[config.mk]
export PLATFORM = sky130hd
export DESIGN_NAME = magic_crc16_packet_checker_core_flat
export DESIGN_NICKNAME = d
export VERILOG_FILES = /design/src/hw/rtl/mcpc_pkg.sv /design/src/hw/rtl/mcpc_chan_if.sv /design/src/hw/rtl/mcpc_step.sv /design/src/hw/rtl/magic_crc16_packet_checker_core.sv /design/src/flat_wrapper.sv
export VERILOG_INCLUDE_DIRS = /design/src /design/src/hw/rtl
export SDC_FILE = /design/constraint.sdc
export NUM_CORES = 1
export LEC_CHECK = 0
export BUFFER_PORTS_ARGS = -buffer_cell sky130_fd_sc_hd__buf_2
export CAP_MARGIN = 25
export CORE_ASPECT_RATIO = 0.9
export CORE_MARGIN = 3
export CORE_UTILIZATION = 41
export DETAILED_ROUTE_END_ITERATION = 12
export PLACE_DENSITY = 0.67
export SYNTH_ARGS = -nofsm -noshare
export SYNTH_HDL_FRONTEND = slang
export SYNTH_SLANG_ARGS = --single-unit
export TNS_END_PERCENT = 1
[constraint.sdc]
create_clock -name clock -period 3.84 [get_ports clock]
set_input_delay 0.768 -clock clock [delete_from_list [all_inputs] [get_ports clock]]
set_output_delay 0.768 -clock clock [all_outputs]
set_load 0.05 [all_outputs]
[src/hw/rtl/magic_crc16_packet_checker_core_macros.svh]
// Assertion macros shared by the packet checker RTL.
`ifndef MAGIC_CRC16_PACKET_CHECKER_CORE_MACROS_SVH
`define MAGIC_CRC16_PACKET_CHECKER_CORE_MACROS_SVH

// Same-cycle implication, checked on every rising clock edge outside reset.
`define MCPC_ASSERT_NOW(label, clk, rst, ante, cons, msg) \
   label: assert property (@(posedge clk) disable iff (rst) (ante) |-> (cons)) \
      else $error(msg);

// Next-cycle implication, checked on every rising clock edge outside reset.
`define MCPC_ASSERT_NEXT(label, clk, rst, ante, cons, msg) \
   label: assert property (@(posedge clk) disable iff (rst) (ante) |=> (cons)) \
      else $error(msg);

`endif

[src/hw/rtl/mcpc_pkg.sv]
// Package: types, status codes and the CRC-16 byte update for the packet checker.
`timescale 1ns / 1ps
package mcpc_pkg;

   localparam int MAX_PACKET_BYTES_DEF = 256;

   localparam logic [15:0] CRC_INIT = 16'hFFFF;

   localparam logic [2:0] STATUS_OK        = 3'd0;
   localparam logic [2:0] STATUS_SHORT     = 3'd1;
   localparam logic [2:0] STATUS_BAD_MAGIC = 3'd2;
   localparam logic [2:0] STATUS_BAD_CRC   = 3'd3;
   localparam logic [2:0] STATUS_LONG      = 3'd4;

   // Per-packet state other than the byte count.
   typedef struct packed {
      logic [15:0] crc;
      logic [7:0]  tail0;       // newest byte
      logic [7:0]  tail1;       // byte before it
      logic [7:0]  magic_low;
      logic        magic_match;
   } pkt_state_type;

   typedef struct packed {
      logic [7:0] payload_byte;
      logic       byte_valid;
      logic       end_of_packet;
      logic [2:0] status;
   } rsp_item_type;

   localparam pkt_state_type PKT_STATE_RESET = '{
      crc: CRC_INIT, tail0: 8'h00, tail1: 8'h00, magic_low: 8'h00, magic_match: 1'b0};

   // CRC-16, poly 0x1021, MSB first, one byte per call.
   function automatic logic [15:0] crc16_byte(input logic [15:0] crc, input logic [7:0] b);
      logic [7:0] c;
      c = crc[15:8] ^ b;
      c = c ^ (c >> 4);
      return {crc[7:0], 8'h00} ^ (16'(c) << 12) ^ (16'(c) << 5) ^ 16'(c);
   endfunction

endpackage

[src/hw/rtl/mcpc_chan_if.sv]
// Valid/ready channel interfaces for request and response items.
`timescale 1ns / 1ps
interface mcpc_req_if;
   logic        valid;
   logic        ready;
   logic [7:0]  rx_byte;
   logic        is_last;
   logic [15:0] expected_magic;

   modport source (output valid, rx_byte, is_last, expected_magic, input ready);
   modport sink   (input valid, rx_byte, is_last, expected_magic, output ready);
endinterface

interface mcpc_rsp_if;
   logic       valid;
   logic       ready;
   logic [7:0] payload_byte;
   logic       byte_valid;
   logic       end_of_packet;
   logic [2:0] status;

   modport source (output valid, payload_byte, byte_valid, end_of_packet, status, input ready);
   modport sink   (input valid, payload_byte, byte_valid, end_of_packet, status, output ready);
endinterface

[src/hw/rtl/mcpc_step.sv]
// Per-byte packet check: CRC update, magic compare, status and next state.
`timescale 1ns / 1ps
module mcpc_step #(
   parameter int MAX_PACKET_BYTES = mcpc_pkg::MAX_PACKET_BYTES_DEF,
   parameter int COUNT_W          = $clog2(MAX_PACKET_BYTES + 1)
) (
   input  logic [COUNT_W-1:0]      count,
   input  mcpc_pkg::pkt_state_type state,
   input  logic [7:0]              rx_byte,
   input  logic                    is_last,
   input  logic [15:0]             expected_magic,
   output logic [COUNT_W-1:0]      count_next,
   output mcpc_pkg::pkt_state_type state_next,
   output logic                    res_valid,
   output mcpc_pkg::rsp_item_type  res_item
);
   import mcpc_pkg::*;

   localparam logic [COUNT_W-1:0] COUNT_MAX = COUNT_W'(MAX_PACKET_BYTES);

   logic        release_byte;
   logic        pass_byte;
   logic [15:0] crc_mid;
   logic [15:0] rx_crc;
   logic [2:0]  status;

   always_comb begin
      release_byte = count >= COUNT_W'(2);
      pass_byte    = count >= COUNT_W'(4);
      crc_mid      = release_byte ? crc16_byte(state.crc, state.tail1) : state.crc;
      rx_crc       = {rx_byte, state.tail0};

      status = STATUS_OK;
      if (is_last) begin
         if (count < COUNT_W'(3)) begin
            status = STATUS_SHORT;
         end else if (!state.magic_match) begin
            status = STATUS_BAD_MAGIC;
         end else if (count == COUNT_MAX) begin
            status = STATUS_LONG;
         end else if (rx_crc != crc_mid) begin
            status = STATUS_BAD_CRC;
         end
      end

      state_next       = state;
      state_next.crc   = crc_mid;
      state_next.tail1 = state.tail0;
      state_next.tail0 = rx_byte;
      if (count == COUNT_W'(0)) begin
         state_next.magic_low = rx_byte;
      end
      if (count == COUNT_W'(1)) begin
         state_next.magic_match = ({rx_byte, state.magic_low} == expected_magic);
      end
      count_next = (count == COUNT_MAX) ? count : count + COUNT_W'(1);
      if (is_last) begin
         state_next = PKT_STATE_RESET;
         count_next = '0;
      end

      res_valid              = pass_byte || is_last;
      res_item.payload_byte  = pass_byte ? state.tail1 : 8'h00;
      res_item.byte_valid    = pass_byte;
      res_item.end_of_packet = is_last;
      res_item.status        = status;
   end

endmodule

[src/hw/rtl/magic_crc16_packet_checker_core.sv]
// Top level: byte-stream packet checker with magic, length and CRC-16 checks.
`timescale 1ns / 1ps
// Usage
//   req_chan (sink): one received byte per item, with is_last on the final byte
//   and the expected magic, which must hold steady for the first two bytes.
//   rsp_chan (source): one item per released payload byte (byte_valid = 1) and
//   one on the last byte (end_of_packet = 1, status valid); both can coincide.
//   Bytes that cause no result (magic, first CRC-window bytes) produce no item.
// Path: an accepted byte waits in the input register, then its result in the result
//   register, which is fed by one CRC byte update and compare.
// Throughput: one byte per cycle while rsp ready stays high; the CRC byte update sets the path.
// Reset: synchronous; clears the packet state to the start of a packet
//   (count 0, CRC 0xFFFF) and empties both registers.
// Stall: when the receiver holds rsp ready low, the result register keeps its
//   item, the input register still takes one byte, then req ready drops.
//   Items that cause no result keep flowing while the result waits.
module magic_crc16_packet_checker_core #(
   parameter int MAX_PACKET_BYTES = mcpc_pkg::MAX_PACKET_BYTES_DEF
) (
   input logic       clock,
   input logic       reset,
   mcpc_req_if.sink  req_chan,
   mcpc_rsp_if.source rsp_chan
);
   import mcpc_pkg::*;
   `include "magic_crc16_packet_checker_core_macros.svh"

   localparam int COUNT_W = $clog2(MAX_PACKET_BYTES + 1);

   // input register
   logic        in_valid_ff, in_valid_in;
   logic [7:0]  in_byte_ff;
   logic        in_last_ff;
   logic [15:0] in_magic_ff;

   // packet state
   logic [COUNT_W-1:0] count_ff, count_in;
   pkt_state_type      state_ff, state_in;

   // result register
   logic         rsp_valid_ff, rsp_valid_in;
   rsp_item_type rsp_item_ff;

   logic         res_valid;
   rsp_item_type res_item;
   logic         out_free;
   logic         advance;

   mcpc_step #(
      .MAX_PACKET_BYTES(MAX_PACKET_BYTES),
      .COUNT_W(COUNT_W)
   ) u_step (
      .count(count_ff),
      .state(state_ff),
      .rx_byte(in_byte_ff),
      .is_last(in_last_ff),
      .expected_magic(in_magic_ff),
      .count_next(count_in),
      .state_next(state_in),
      .res_valid(res_valid),
      .res_item(res_item)
   );

   assign out_free       = !rsp_valid_ff || rsp_chan.ready;
   // an item with no result never waits on the output side
   assign advance        = in_valid_ff && (!res_valid || out_free);
   assign req_chan.ready = !in_valid_ff || advance;

   always_comb begin
      in_valid_in = in_valid_ff;
      if (req_chan.ready) begin
         in_valid_in = req_chan.valid;
      end
      rsp_valid_in = rsp_valid_ff;
      if (advance && res_valid) begin
         rsp_valid_in = 1'b1;
      end else if (rsp_chan.ready) begin
         rsp_valid_in = 1'b0;
      end
   end

   always_ff @(posedge clock) begin
      if (reset) begin
         in_valid_ff  <= 1'b0;
         rsp_valid_ff <= 1'b0;
         count_ff     <= '0;
         state_ff     <= PKT_STATE_RESET;
      end else begin
         in_valid_ff  <= in_valid_in;
         rsp_valid_ff <= rsp_valid_in;
         if (advance) begin
            count_ff <= count_in;
            state_ff <= state_in;
         end
      end
   end

   always_ff @(posedge clock) begin
      if (req_chan.ready && req_chan.valid) begin
         in_byte_ff  <= req_chan.rx_byte;
         in_last_ff  <= req_chan.is_last;
         in_magic_ff <= req_chan.expected_magic;
      end
      if (advance && res_valid) begin
         rsp_item_ff <= res_item;
      end
   end

   assign rsp_chan.valid         = rsp_valid_ff;
   assign rsp_chan.payload_byte  = rsp_item_ff.payload_byte;
   assign rsp_chan.byte_valid    = rsp_item_ff.byte_valid;
   assign rsp_chan.end_of_packet = rsp_item_ff.end_of_packet;
   assign rsp_chan.status        = rsp_item_ff.status;

   `MCPC_ASSERT_NEXT(a_last_clears_packet, clock, reset, advance && in_last_ff, count_ff == '0 && state_ff.crc == CRC_INIT, "packet state not cleared after last byte")
   `MCPC_ASSERT_NOW(a_count_saturates, clock, reset, 1'b1, count_ff <= COUNT_W'(MAX_PACKET_BYTES), "byte count beyond saturation")
   `MCPC_ASSERT_NOW(a_mid_packet_status_ok, clock, reset, rsp_valid_ff && !rsp_item_ff.end_of_packet, rsp_item_ff.byte_valid && rsp_item_ff.status == STATUS_OK, "non-final item without payload or with status")
   `MCPC_ASSERT_NOW(a_no_overwrite, clock, reset, advance && res_valid, out_free, "result register overwritten while full")

endmodule

[src/flat_wrapper.sv]
// flat-port wrapper written by rule: the top's interface ports become plain ports
module magic_crc16_packet_checker_core_flat import mcpc_pkg::*;
#(
   parameter int MAX_PACKET_BYTES = mcpc_pkg::MAX_PACKET_BYTES_DEF
)
  (clock, reset, req_chan_valid, req_chan_rx_byte, req_chan_is_last, req_chan_expected_magic, req_chan_ready, rsp_chan_valid, rsp_chan_payload_byte, rsp_chan_byte_valid, rsp_chan_end_of_packet, rsp_chan_status, rsp_chan_ready);
  mcpc_req_if req_chan_i ();
  mcpc_rsp_if rsp_chan_i ();
  input logic clock;
  input logic reset;
  input wire logic [$bits(req_chan_i.valid)-1:0] req_chan_valid;
  input wire logic [$bits(req_chan_i.rx_byte)-1:0] req_chan_rx_byte;
  input wire logic [$bits(req_chan_i.is_last)-1:0] req_chan_is_last;
  input wire logic [$bits(req_chan_i.expected_magic)-1:0] req_chan_expected_magic;
  output wire logic [$bits(req_chan_i.ready)-1:0] req_chan_ready;
  output wire logic [$bits(rsp_chan_i.valid)-1:0] rsp_chan_valid;
  output wire logic [$bits(rsp_chan_i.payload_byte)-1:0] rsp_chan_payload_byte;
  output wire logic [$bits(rsp_chan_i.byte_valid)-1:0] rsp_chan_byte_valid;
  output wire logic [$bits(rsp_chan_i.end_of_packet)-1:0] rsp_chan_end_of_packet;
  output wire logic [$bits(rsp_chan_i.status)-1:0] rsp_chan_status;
  input wire logic [$bits(rsp_chan_i.ready)-1:0] rsp_chan_ready;
  assign req_chan_i.valid = req_chan_valid;
  assign req_chan_i.rx_byte = req_chan_rx_byte;
  assign req_chan_i.is_last = req_chan_is_last;
  assign req_chan_i.expected_magic = req_chan_expected_magic;
  assign req_chan_ready = req_chan_i.ready;
  assign rsp_chan_valid = rsp_chan_i.valid;
  assign rsp_chan_payload_byte = rsp_chan_i.payload_byte;
  assign rsp_chan_byte_valid = rsp_chan_i.byte_valid;
  assign rsp_chan_end_of_packet = rsp_chan_i.end_of_packet;
  assign rsp_chan_status = rsp_chan_i.status;
  assign rsp_chan_i.ready = rsp_chan_ready;
  magic_crc16_packet_checker_core #(.MAX_PACKET_BYTES(MAX_PACKET_BYTES)) u_core (.clock(clock), .reset(reset), .req_chan(req_chan_i), .rsp_chan(rsp_chan_i));
endmodule
==> flow_metrics.env <==
export IMPL_synth_area_per_cell_sq_um=10.32
export IMPL_cts_tree="built"
export IMPL_setup_tns_final_ns=0
export IMPL_p_sw_share_pct=23.64
export IMPL_cts_buffers=9
export IMPL_hold_slack_ns=0.4905
export IMPL_min_period_over_period_pct=82.45
export IMPL_grt_ovfl_total=0
export IMPL_path_clk_slew_ns=0.08
export IMPL_netSwitchingPower_uw=423.4
export IMPL_tightest_slew_ns=0.9074
export IMPL_syn_to_final_growth_pct=12.34
export IMPL_yosys_register_bits=90
export IMPL_r2r_setup_slack_ns=0.67
export IMPL_relSlewSlack_pct=39.50
export IMPL_yosys_area_share_simple_pct=15.15
export IMPL_finalCriticalPeriod_ns=3.166
export IMPL_die_height_um=101.3
export IMPL_syn_nets=434
export IMPL_drv_cap=0
export IMPL_synth_compound_area_share_pct=10.50
export IMPL_rr_endpoint="u_core.rsp_chan.status[1]"
export IMPL_timing_critical_path_fanout_max=23
export IMPL_postRouteAntennaNets=0
export IMPL_coreArea_sq_um=9742
export IMPL_fin_util_pct=47.70
export IMPL_clock_sinks=90
export IMPL_rsz0062_at_grt="false"
export IMPL_cts_max_level=3
export IMPL_fill_cells=891
export IMPL_intPower_mw=1.367
export IMPL_pwr_density_cell_nw_per_um2=385.3
export IMPL_start_kind="flip-flop"
export IMPL_fin_skew_ns=0.009635
export IMPL_finalSetupViolCount=0
export IMPL_hold_class="flip-flop to flip-flop"
export IMPL_yosysUniqueCellTypes=42
export IMPL_layout_commonest_cell="dfxtp_1"
export IMPL_status="complete, no violations"
export IMPL_num_vias=2972
export IMPL_worst_hold_path_num_cells=2
export IMPL_clk_latency_ns=0.36
export IMPL_cp_required_ns=3.95
export IMPL_min_from="u_core.state_ff[10]"
export IMPL_clk_path_buf_depth=2
export IMPL_synth_top_family_by_area="simple AND/OR/NAND/NOR gates"
export IMPL_synth_seq_area_share_pct=52.75
export IMPL_fmax_ghz=0.3159
export IMPL_path_class="flip-flop to flip-flop"
export IMPL_hold_viol=0
export IMPL_muxShareOfSynthArea_pct=1.936
export IMPL_grt_pass1_wl_um=14610
export IMPL_drc=0
export IMPL_synth_fa_ha_area_share_pct=1.210
export IMPL_synth_xor_xnor_area_share_pct=15.12
export IMPL_slew_violations=0
export IMPL_final_nets=475
export IMPL_grt_pass1_vias=2874
export IMPL_first_pass_iters=5
export IMPL_p_clk_share_pct=34.4
export IMPL_setup_slack_ns=0.6741
export IMPL_worst_ir_drop_vdd_uv=231.0
export IMPL_arrival_ns=3.27
export IMPL_drive_above_1_share_pct=15.21
export IMPL_seqPwrFrac_pct=58.5
export IMPL_pwr_share_comb_pct=7.1
export IMPL_synth_cells=401
export IMPL_whs_endpoint="u_core.state_ff[10]"
export IMPL_r2r_start="u_core.count_ff[0]"
export IMPL_chipWidth_um=111.9
export IMPL_num_rows=34
export IMPL_die_area_sq_um=11330
export IMPL_drtIter0Drc=225
export IMPL_power_mw=1.791
export IMPL_vias_per_cell=5.187
export IMPL_reg2regPathDepth=10
export IMPL_hpwl_um=6376
export IMPL_drt_wl_total_um=8757
export IMPL_ys_warn_count=0
export IMPL_grt_start_max_net_pins=29
export IMPL_mostFrequentLayoutCells="52 x dfxtp_1, 43 x buf_2, 42 x nand2_1"
export IMPL_p_leak_nw=1.848
export IMPL_antenna_found_initial=0
export IMPL_wl_per_cell_um=15.28
export IMPL_post_cts_buffers=0
export IMPL_end_kind="flip-flop"
export IMPL_pin_count=44
export IMPL_routabilityCongestion=0.8803
export IMPL_grt_usage_pct=16.37
export IMPL_cts_resized=0
export IMPL_preCtsSetupSlack_ns=0.7025
export IMPL_initial_core_util_pct=42.46
export IMPL_synthesis_area_sq_um=4136
export IMPL_cts_hold_buffers_added=0
export IMPL_port_buffers=43
export IMPL_root_buffer="clkbuf_8"
export IMPL_insertedDiodeCount=0
==> how the worst max path moves through the flow <==
stage	slack (ns)	to	from	cells past startpoint
after floorplan	1.15	u_core.rsp_chan.status[0]	u_core.count_ff[3]	11
after global placement	0.78	u_core.rsp_chan.status[0]	u_core.count_ff[3]	8
after detailed placement	0.70	u_core.rsp_chan.status[1]	u_core.count_ff[0]	10
after CTS	0.70	u_core.rsp_chan.status[1]	u_core.count_ff[0]	10
after global routing	0.45	u_core.rsp_chan.status[0]	u_core.count_ff[0]	10
final	0.67	u_core.rsp_chan.status[1]	u_core.count_ff[0]	10
==> power groups by stage <==
| stage | clock network (mW) | logic (mW) | registers, mW |
|---|---|---|---|
| 6_report | 0.616 | 0.127 | 1.05 |
| 3_5_place_dp | 0 | 0.127 | 1.07 |
| 3_3_place_gp | 0 | 0.126 | 1.07 |
| 5_1_grt | 0.679 | 0.141 | 1.05 |
| 4_1_cts | 0.632 | 0.128 | 1.05 |
| 2_1_floorplan | 0 | 0.0798 | 1.07 |
==> routing by layer <==
metal,GRT usage [%],vias to the layer above,routed length (um)
met2,26.04,132,3932
met1,22.11,1356,4050
met3,4.779,8,688
li1,-,1476,-
met5,0,-,0
met4,4.303,0,85
==> flip-flops by register name, indices dropped and copies added, names as in the netlist <==
| register | cells |
|---|---|
| u_core.state_ff | 41 |
| u_core.in_magic_ff | 16 |
| u_core.count_ff | 9 |
| u_core.in_byte_ff | 8 |
| u_core.rsp_chan.payload_byte | 8 |
| u_core.rsp_chan.status | 3 |
| u_core.in_last_ff | 1 |
| u_core.in_valid_ff | 1 |
| u_core.rsp_chan.byte_valid | 1 |
| u_core.rsp_chan.end_of_packet | 1 |
| u_core.rsp_chan.valid | 1 |
==> area by class of cell <==
| type | instances | area [sq um] | area share (%) |
|---|---|---|---|
| Clock buffer | 10 | 127.6 | 2.746 |
| Sequential cell | 90 | 2182 | 46.96 |
| Multi-Input combinational cell | 281 | 1817 | 39.10 |
| Inverter | 10 | 37.54 | 0.8078 |
| Tap cell | 126 | 157.7 | 3.393 |
| Clock inverter | 6 | 57.56 | 1.239 |
| Timing Repair Buffer | 50 | 267.8 | 5.762 |
==> Yosys cell counts <==
cell type   n  area share, %
xor3_1      1           0.57
and3_1      4           0.60
a222oi_1    1           0.24
nand2_1    42            3.8
xnor2_1    27            5.7
ha_1        4            1.2
or2_2       2           0.30
edfxtp_1   38             28
nand3_1    13            1.6
nand4b_1    1           0.21
nor4_1      7            1.1
o31ai_1     1           0.18
o22ai_1     1           0.15
a21oi_1    31            3.8
o211ai_1    7            1.3
mux2i_1     8            1.9
a211o_1     1           0.21
o21a_1      1           0.18
a21o_1      2           0.36
nor3_1     11            1.3
a31oi_1     1           0.15
and2_1     10            1.5
o21ai_1     2           0.24
xnor3_1     3            1.6
o21ai_0    12            1.5
xor2_1     34            7.2
nand2b_1    1           0.15
clkbuf_1   10           0.91
a22oi_1     8            1.5
a211oi_1    2           0.36
nand4_1     5           0.76
nor4b_2     1           0.36
o221a_2     1           0.27
buf_2       2           0.24
nor2_1     32            2.9
o41ai_1     1           0.21
or3_1       2           0.30
buf_6       3           0.82
buf_1       5           0.45
inv_1      10           0.91
dfxtp_1    52             25
or4_4       1           0.27
==> logic make-up (layout without fill, tap and decap cells) <==
kind of cell             Yosys count  after routing
AND/OR/NAND/NOR                  132            132
flip-flops                        90             90
AO/OA/AOI/OAI                     72             72
XOR/XNOR                          65             65
buffers and inverters             30             76
multiplexers                       8              8
adder cells (fa/ha/maj)            4              4
==> per-stage QoR <==
stage	instance area, sq um	std cells
after global placement	4462	557
after CTS	4647	573
after floorplan	4136	401
final	4647	573
after detailed placement	4462	557
after global routing	4647	573
==> critical path, stage by stage, from the launching register on <==
cell and delay (ns):
dfxtp_1 0.46, inv_1 0.10, ha_1 0.19, or2_2 0.29, or3_1 0.69, mux2i_1 0.31, xor2_1 0.17, nand4b_1 0.13
nor4b_2 0.34, a21o_1 0.17, a211oi_1 0.06
Note: power is estimated with default switching activity, not from simulation.
